File: src/rtl/twbq_pkg.sv
// twbq_pkg: shared types and constants for the trigger window burst qualifier
// no dependencies; used by every module under rtl and by the bench
`timescale 1ns / 1ps

package twbq_pkg;

  localparam int unsigned SampleW   = 10;
  localparam int unsigned CheatW    = 11;
  localparam int unsigned HoldoffW  = 16;
  localparam int unsigned BurstW    = 8;
  localparam int unsigned IdW       = 8;
  localparam int unsigned CountW    = 16;
  localparam int unsigned CfgIdxW   = 3;
  localparam int unsigned CfgDataW  = 16;

  localparam logic [CheatW-1:0] CheatLimitRst = 11'd1024;

  typedef enum logic [CfgIdxW-1:0] {
    REG_PRESS_THRESHOLD = 3'd0,
    REG_CHEAT_LIMIT     = 3'd1,
    REG_HOLDOFF_SAMPLES = 3'd2,
    REG_BURST_LIMIT     = 3'd3,
    REG_PLAYER_ID       = 3'd4
  } cfg_reg_e;

  typedef enum logic [1:0] {
    LED_KEEP = 2'd0,
    LED_RED  = 2'd1,
    LED_OFF  = 2'd2
  } led_cmd_e;

  typedef struct packed {
    logic [SampleW-1:0] sample;
  } sample_t;

  typedef struct packed {
    logic           pressed;
    logic           shot_valid;
    logic [IdW-1:0] shot_byte;
    led_cmd_e       led_command;
    logic           sound_start;
    logic           sound_repeat;
    logic           sound_stop;
  } result_t;

  typedef struct packed {
    logic [CfgIdxW-1:0]  index;
    logic [CfgDataW-1:0] data;
  } cfg_wr_t;

  // current register values, handed from the register file to the datapath
  typedef struct packed {
    logic [SampleW-1:0]  press_threshold;
    logic [CheatW-1:0]   cheat_limit;
    logic [HoldoffW-1:0] holdoff_samples;
    logic [BurstW-1:0]   burst_limit;
    logic [IdW-1:0]      player_id;
  } cfg_t;

endpackage

File: src/rtl/twbq_stream_if.sv
// twbq_stream_if: valid/ready channel carrying one payload beat
// depends on nothing; payload type given by the instantiating code
`timescale 1ns / 1ps

interface twbq_stream_if #(
  parameter type T = logic
);
  logic valid;
  logic ready;
  T     data;

  modport source (output valid, output data, input ready);
  modport sink   (input valid, input data, output ready);
endinterface

File: src/rtl/trigger_window_burst_qualifier.sv
// Trigger window burst qualifier. One sample beat in gives one result beat out,
// and a new sample can be taken every clock cycle while results are taken. A sample
// passes the input register, the single compare-and-count step and the result register.
// The result register lets a new sample in while a result waits
// to be taken. Configuration writes are taken every cycle and should only be
// made while no sample is in flight. No clearing pass is needed after reset.
// depends on twbq_pkg, twbq_stream_if and twbq_cfg_regs
`timescale 1ns / 1ps

module trigger_window_burst_qualifier
  import twbq_pkg::*;
(
  input  logic clk_i,
  input  logic rst_ni,
  twbq_stream_if.sink   smp_i,
  twbq_stream_if.source res_o,
  twbq_stream_if.sink   cfg_i
);

  cfg_t cfg;

  twbq_cfg_regs u_cfg_regs (
    .clk_i  (clk_i),
    .rst_ni (rst_ni),
    .cfg_i  (cfg_i),
    .cfg_o  (cfg)
  );

  logic               in_valid_q;
  logic [SampleW-1:0] in_sample_q;
  logic               out_valid_q;
  result_t            out_q;
  logic [CountW-1:0]  hold_q, hold_d;
  logic [CountW-1:0]  shot_q, shot_d;
  result_t            res_d;
  logic               advance;
  logic               pressed;
  logic               unlimited;

  // the input stage moves on when the result register is free or being emptied
  assign advance     = in_valid_q && (!out_valid_q || res_o.ready);
  assign smp_i.ready = !in_valid_q || advance;

  assign res_o.valid = out_valid_q;
  assign res_o.data  = out_q;

  assign pressed   = (in_sample_q > cfg.press_threshold) &&
                     ({1'b0, in_sample_q} < cfg.cheat_limit);
  assign unlimited = (cfg.burst_limit == '0);

  always_comb begin
    res_d         = '0;
    res_d.pressed = pressed;
    res_d.led_command = LED_KEEP;
    hold_d        = hold_q;
    shot_d        = shot_q;
    if (pressed) begin
      if (hold_q < cfg.holdoff_samples) begin
        hold_d = hold_q + 1'b1;
      end else if (unlimited || shot_q <= {{(CountW-BurstW){1'b0}}, cfg.burst_limit}) begin
        if (shot_q == '0) begin
          res_d.led_command  = LED_RED;
          res_d.sound_start  = 1'b1;
          res_d.sound_repeat = unlimited;
        end
        res_d.shot_valid = 1'b1;
        res_d.shot_byte  = cfg.player_id;
        // saturate rather than wrap
        if (shot_q != '1) begin
          shot_d = shot_q + 1'b1;
        end
      end else begin
        res_d.led_command = LED_OFF;
      end
    end else begin
      // release
      res_d.led_command = LED_OFF;
      res_d.sound_stop  = unlimited && (shot_q != '0);
      hold_d            = '0;
      shot_d            = '0;
    end
  end

  always_ff @(posedge clk_i or negedge rst_ni) begin
    if (!rst_ni) begin
      in_valid_q  <= 1'b0;
      out_valid_q <= 1'b0;
      hold_q      <= '0;
      shot_q      <= '0;
    end else begin
      if (smp_i.ready) begin
        in_valid_q <= smp_i.valid;
      end
      if (advance) begin
        out_valid_q <= 1'b1;
        hold_q      <= hold_d;
        shot_q      <= shot_d;
      end else if (res_o.ready) begin
        out_valid_q <= 1'b0;
      end
    end
  end

  always_ff @(posedge clk_i) begin
    if (smp_i.valid && smp_i.ready) begin
      in_sample_q <= smp_i.data.sample;
    end
    if (advance) begin
      out_q <= res_d;
    end
  end

endmodule

File: src/rtl/twbq_cfg_regs.sv
// twbq_cfg_regs: configuration register file of the burst qualifier
// depends on twbq_pkg and twbq_stream_if
`timescale 1ns / 1ps

module twbq_cfg_regs
  import twbq_pkg::*;
(
  input  logic  clk_i,
  input  logic  rst_ni,
  twbq_stream_if.sink cfg_i,
  output cfg_t  cfg_o
);

  cfg_t cfg_q;

  assign cfg_i.ready = 1'b1;
  assign cfg_o       = cfg_q;

  always_ff @(posedge clk_i or negedge rst_ni) begin
    if (!rst_ni) begin
      cfg_q.press_threshold <= '0;
      cfg_q.cheat_limit     <= CheatLimitRst;
      cfg_q.holdoff_samples <= '0;
      cfg_q.burst_limit     <= '0;
      cfg_q.player_id       <= '0;
    end else if (cfg_i.valid) begin
      case (cfg_reg_e'(cfg_i.data.index))
        REG_PRESS_THRESHOLD: cfg_q.press_threshold <= cfg_i.data.data[SampleW-1:0];
        REG_CHEAT_LIMIT:     cfg_q.cheat_limit     <= cfg_i.data.data[CheatW-1:0];
        REG_HOLDOFF_SAMPLES: cfg_q.holdoff_samples <= cfg_i.data.data[HoldoffW-1:0];
        REG_BURST_LIMIT:     cfg_q.burst_limit     <= cfg_i.data.data[BurstW-1:0];
        REG_PLAYER_ID:       cfg_q.player_id       <= cfg_i.data.data[IdW-1:0];
        default: ;
      endcase
    end
  end

endmodule

File: src/flat_wrapper.sv
// flat-port wrapper written by rule: the top's interface ports become plain ports
module trigger_window_burst_qualifier_flat import twbq_pkg::*;
  (clk_i, rst_ni, smp_i_valid, smp_i_data, smp_i_ready, res_o_valid, res_o_data, res_o_ready, cfg_i_valid, cfg_i_data, cfg_i_ready);
  twbq_stream_if #(.T(sample_t)) smp_i_i ();
  twbq_stream_if #(.T(result_t)) res_o_i ();
  twbq_stream_if #(.T(cfg_wr_t)) cfg_i_i ();
  input  logic clk_i;
  input  logic rst_ni;
  input wire logic [$bits(smp_i_i.valid)-1:0] smp_i_valid;
  input wire logic [$bits(smp_i_i.data)-1:0] smp_i_data;
  output wire logic [$bits(smp_i_i.ready)-1:0] smp_i_ready;
  output wire logic [$bits(res_o_i.valid)-1:0] res_o_valid;
  output wire logic [$bits(res_o_i.data)-1:0] res_o_data;
  input wire logic [$bits(res_o_i.ready)-1:0] res_o_ready;
  input wire logic [$bits(cfg_i_i.valid)-1:0] cfg_i_valid;
  input wire logic [$bits(cfg_i_i.data)-1:0] cfg_i_data;
  output wire logic [$bits(cfg_i_i.ready)-1:0] cfg_i_ready;
  assign smp_i_i.valid = smp_i_valid;
  assign smp_i_i.data = smp_i_data;
  assign smp_i_ready = smp_i_i.ready;
  assign res_o_valid = res_o_i.valid;
  assign res_o_data = res_o_i.data;
  assign res_o_i.ready = res_o_ready;
  assign cfg_i_i.valid = cfg_i_valid;
  assign cfg_i_i.data = cfg_i_data;
  assign cfg_i_ready = cfg_i_i.ready;
  trigger_window_burst_qualifier u_core (.clk_i(clk_i), .rst_ni(rst_ni), .smp_i(smp_i_i), .res_o(res_o_i), .cfg_i(cfg_i_i));
endmodule
File: config.mk
export PLATFORM = sky130hd
export DESIGN_NAME = trigger_window_burst_qualifier_flat
export DESIGN_NICKNAME = d
export VERILOG_FILES = /design/src/rtl/twbq_pkg.sv /design/src/rtl/twbq_stream_if.sv /design/src/rtl/trigger_window_burst_qualifier.sv /design/src/rtl/twbq_cfg_regs.sv /design/src/flat_wrapper.sv
export SDC_FILE = /design/constraint.sdc
export NUM_CORES = 1
export LEC_CHECK = 0
export BUFFER_PORTS_ARGS = -buffer_cell sky130_fd_sc_hd__clkbuf_2
export CAP_MARGIN = 25
export CELL_PAD_IN_SITES_DETAIL_PLACEMENT = 1
export CELL_PAD_IN_SITES_GLOBAL_PLACEMENT = 1
export CORE_MARGIN = 2
export CORE_UTILIZATION = 47
export CTS_CLUSTER_SIZE = 30
export DETAILED_ROUTE_END_ITERATION = 10
export MAX_ROUTING_LAYER = met4
export PLACE_DENSITY = 0.82
export SYNTH_ARGS = -nofsm -noshare
export SYNTH_HDL_FRONTEND = slang
export SYNTH_SLANG_ARGS = --single-unit
export TNS_END_PERCENT = 5
File: constraint.sdc
create_clock -name clk_i -period 2.9 [get_ports clk_i]
set_input_delay 0.29 -clock clk_i [delete_from_list [all_inputs] [get_ports clk_i]]
set_output_delay 0.29 -clock clk_i [all_outputs]
set_load 0.02 [all_outputs]
## Word level (Yosys, flattened, before mapping)

Cells that the tools add are included.

| storage, ports and cells | value |
|---|---|
| flip-flop bits (word level) | 112 |
| input bits | 34 |
| output and inout port bits | 18 |
| logic and storage cells | 73 |

| operators by class | value |
|---|---|
| $add $sub $neg | 2 |
| order comparisons | 4 |
| eq/ne operators | 9 |
| muxes and demuxes | 13 |
| bitwise logic cells | 3 |
| reductions and logical operators | 24 |

Operators with widths:

| cell | count |
|---|---|
| two-way mux 16 bit | 6 |
| adder 16 x 1 -> 16 bit (second input constant) | 2 |
| less-or-equal comparator 16 x 8 -> 1 bit | 1 |
| logical NOT 16 bit | 1 |
| < comparator 16 bit | 1 |
| inequality test 16 bit (second input constant) | 1 |
| nonzero test 16 bit | 1 |
| AND reduction 2 bit | 6 |
| < comparator 10 x 11 -> 1 bit | 1 |
| > comparator 10 bit | 1 |
| two-way mux 9 bit | 1 |
| logical NOT 8 bit | 1 |
| inequality test 2 bit (second input constant) | 4 |
| == test 3 x 2 -> 1 bit (second input constant) | 2 |
| logical AND 1 bit | 4 |
| two-way mux 2 bit | 2 |
| two-way mux 4 bit | 1 |
| AND reduction 4 bit | 1 |
| OR reduction 4 bit | 1 |
| == test 3 x 1 -> 1 bit (second input constant) | 1 |
| == test 3 bit (second input constant) | 1 |
| logical NOT 3 bit | 1 |
| logical OR 1 bit | 3 |
| two-way mux 3 bit | 1 |
| other kinds (6) | 10 |

## Depth between registers and ports, before layout

| logic depth | value |
|---|---|
| depth in word-level cells | 5 |
| mapped depth | 11 |
| depth with buffers taken out | 10 |

## Hierarchy

From an unflattened synthesis, not the netlist that was laid out.

| unflattened totals | value |
|---|---|
| cells, all modules | 531 |
| area total of the unflattened synthesis | 6039.5 µm² |

Modules (own cells, without submodules):

| module | instances | cells an instance | area each (µm²) | seq. area each (µm²) |
|---|---|---|---|---|
| trigger_window_burst_qualifier | 1 | 413 | 3953.8 | 1571.5 |
| twbq_cfg_regs | 1 | 118 | 2085.8 | 1327.5 |

## Worst setup path after synthesis

OpenSTA, ideal clock, no wires.

| path | value |
|---|---|
| path type | register -> register |
| start | reg u_core.hold_q[3] |
| end | reg u_core.shot_q[13] |
| arrival | 2.392 ns |
| data required time | 2.764 ns |
| path slack | 0.372 ns |
| stages on the path, launching flop included | 11 |
| buffers on the path | 2 |
| cells stage by stage | dfrtp_1 > ha_1 > o21a_1 > nor2_1 > o41a_1 > o21a_1 > or3_1 > clkbuf_1 > buf_2 > o311ai_1 > nand3_1 |

| between the ends | value |
|---|---|
| cells in the longest elaborated chain, start to end | 3 |

Ends and longest elaborated chain:

| element | line | source |
|---|---|---|
| start: declaration | trigger_window_burst_qualifier.sv:33 | `logic [CountW-1:0] hold_q, hold_d;` |
| start signal: assignment | trigger_window_burst_qualifier.sv:96 | `hold_q <= hold_d;` |
| < comparator 16 bit | trigger_window_burst_qualifier.sv:58 | `if (hold_q < cfg.holdoff_samples) begin` |
| inequality test 2 bit (no source line) | n/a |  |
| AND reduction 4 bit (no source line) | n/a |  |
| end signal: assignment | trigger_window_burst_qualifier.sv:97 | `shot_q <= shot_d;` |
| end: declaration | trigger_window_burst_qualifier.sv:34 | `logic [CountW-1:0] shot_q, shot_d;` |

Every way passes these cells.
A chain may end at the register's enable or synchronous reset.

## Worst setup path in the final report

| path | value |
|---|---|
| start | reg u_core.hold_q[9] |
| end | reg u_core.shot_q[6] |

The elaborated chain is that of the path after synthesis.

==> metrics <==
max layer used=met4; die height=115 um; hpwl dp=10.7 mm; status=finished clean; total of max-cap violations=0; Worst-path clk slew=70 ps; worst vdd ir=393 uV; Cell Chain, Critical Path=ha_1 > and3_1 > nand3_1 > o41a_1 > o21a_1 > buf_4 > nor4b_1 > o21ai_0 > a22o_1; WL met1=6.30 mm; Post-Route Setup TNS=0 ps; initial antenna violation count=0; H-tree depth=3; Hold Path Class=in2reg; synthesized flop and latch total=111; Arrival @ worst endpoint=3040 ps; final slew viol count=0; Yosys cell types=53; Detailed Route Iter0 Violations=279; number of CTS-inserted buffers=9; final period utilization=96.4%; die area=13,200 um2; Slowest-stage cell, CP=dfrtp_1; # clock sinks=111; clock latency at the later pin of the worst-skew pair=360 ps; Pre-antenna DRT Iters=5; first-pass GRT wire length=24.2 mm; grt total ovfl=0; WHS=106 ps; most common cell after layout, fill and taps aside=dfrtp_1; Leak Pwr=3.02 nW; RePlAce Congestion=0.881; layout cells sized above 1=17.3%; Slew @ Worst Pin=772 ps; row cnt=40; crit path launch type=register; routed vias/inst=5.77; clk_skew=6.29 ps; mean routed wirelength per cell=18.5 um; number of global-route vias before repair=4,888; minimum clock period=2800 ps; PwrDens=588 nW/um2; CP Class=reg2reg; area delta synth->final=14.0%; asr flop ratio synth=78.4%; core area=12,000 um2; crit-path max cell delay=420 ps; clock root buffer=clkbuf_16; maximum clock rate=358 MHz; # DRC=0; met2 wire length=7.57 mm; CTS max path bufs=2; final hold violation count=0; via count=4,538; crit end category=register; Mapped Cells=571; Worst slew margin=48.2%; total track usage=24.2%; PortBufs=50; Worst Path Required=3140 ps; wire length on met3=482 um; # diodes=0; RSZ-0062 raised after global routing=no; number of synthesized flops with an enable pin=24; Routed Wire Length=14.6 mm; post-CTS setup buffer count=0; crit-path max FO=14; commonest cells after routing, fill and taps aside=dfrtp_1, nand2_1, o21ai_0; width of the die=115 um; ys flop type=dfrtp_1; Cell Area, Synth=5780 um2; nets@finish=714; I/O pins=52; syn nets=650; Avg Inst Size Synth=10.1 um2; initial core utilization=48.1%; largest net degree at the start of global routing=40; sequential area share after synthesis=50.1%; YS warnings=0; Post-DRT Antenna Nets=0; final-report setup violation count=0; CTS tree=yes
## worst max-delay path: cells and delay by family (launching register included)
family / cells / cell delay, ps
adders and majority gates: 1 / 310
and+or+nand+nor: 3 / 720
buffers and inverters: 1 / 200
DFF: 1 / 420
AOI/OAI and AO/OA: 4 / 1030
## layout make-up
| type | instances | area, um2 |
|---|---|---|
| clock buffer | 11 | 233 |
| clock inverter | 5 | 33.8 |
| fill | 1339 | 5420 |
| inverter | 50 | 188 |
| multi-input combinational | 389 | 2620 |
| sequential | 111 | 2900 |
| tap | 147 | 184 |
| timing repair buffer | 74 | 435 |
## power breakdown
group / internal (mW) / leakage, nW / switching [mW] / total, mW
Clock: 0.585 / 0.134 / 0.564 / 1.15
Sequential: 1.80 / 1.34 / 0.0998 / 1.90
Combinational: 0.322 / 1.55 / 0.503 / 0.825
## cells by family (layout without fill, tap and decap cells)
| family | after synthesis | after routing | synth area share [%] |
|---|---|---|---|
| and+or+nand+nor | 202 | 202 | 17.9 |
| other | 1 | 1 | 0.0648 |
| muxes | 20 | 20 | 3.89 |
| DFF | 111 | 111 | 50.1 |
| xor gates and xnor gates | 11 | 11 | 1.67 |
| AOI/OAI and AO/OA | 110 | 110 | 11.9 |
| buffers and inverters | 71 | 140 | 4.76 |
| adders and majority gates | 45 | 45 | 9.74 |
## synthesized netlist by cell type, types with 3 or more instances
library cell  number  share of area (%)
dfrtp_1           86                 37
nand2_1           61                4.0
o21ai_0           50                4.3
inv_1             49                3.2
ha_1              45                9.7
nor2_1            27                1.8
nand3_1           26                2.3
edfxtp_1          24                 12
mux2_2            20                3.9
clkbuf_1          18                1.2
nand4_1           15                1.6
a21oi_1           14                1.2
nor4_1            13                1.4
and2_1            11                1.2
nor3_1             9               0.78
a21o_1             8                1.0
and3_1             8               0.87
or4_1              8                1.0
a22o_1             7                1.1
nand2b_1           6               0.65
o211ai_1           6               0.78
xor2_1             6               0.91
xnor2_1            5               0.76
a31oi_1            4               0.43
nor2b_1            4               0.43
nor4b_1            4               0.61
o21a_1             3               0.39
or3_1              3               0.32
## worst paths after layout
check	from	end	slack, ps	cells past startpoint
max in group asynchronous	rst_ni	u_core.u_cfg_regs.cfg_o[42]	1640	3
min reg2reg	u_core.in_valid_q	u_core.res_o.valid	500	1
max	u_core.hold_q[9]	u_core.shot_q[6]	100	9
min in group asynchronous	rst_ni	u_core.shot_q[11]	460	2
max reg2reg	u_core.hold_q[9]	u_core.shot_q[6]	100	9
min	smp_i_data[1]	u_core.in_sample_q[1]	110	1
## state kept, by name, indices dropped and copies added, names as in the netlist
name                     flops
u_core.hold_q               16
u_core.res_o.valid           1
u_core.in_sample_q          10
u_core.u_cfg_regs.cfg_o     53
u_core.in_valid_q            1
u_core.shot_q               16
u_core.res_o.data           14
## repair_timing
item / CTS / global route
hold endpoints to repair: 37 / 0
setup endpoints to repair: 0 / 6
resized for setup: 0 / 2
hold buffers: 1 / 0
## stage by stage
stage	area [um2]	utilization, %	total power [mW]	worst slack (ps)	instances
2_1_floorplan	5780	-	2.42	372	571
3_3_place_gp	6310	52.5	2.67	169	770
3_5_place_dp	6310	52.5	2.75	47.8	770
4_1_cts	6590	54.8	3.91	7.63	787
5_1_grt	6590	54.9	4.08	34.3	787
6_report	6590	54.9	3.87	104	787
## routing by layer
metal	global-route usage, %	vias to the layer above
met3	4.48	18
met5	-	-
met4	7.31	0
met2	41.6	79
met1	29.0	2276
li1	-	2165
No activity file was read; power rests on OpenSTA's default activity.
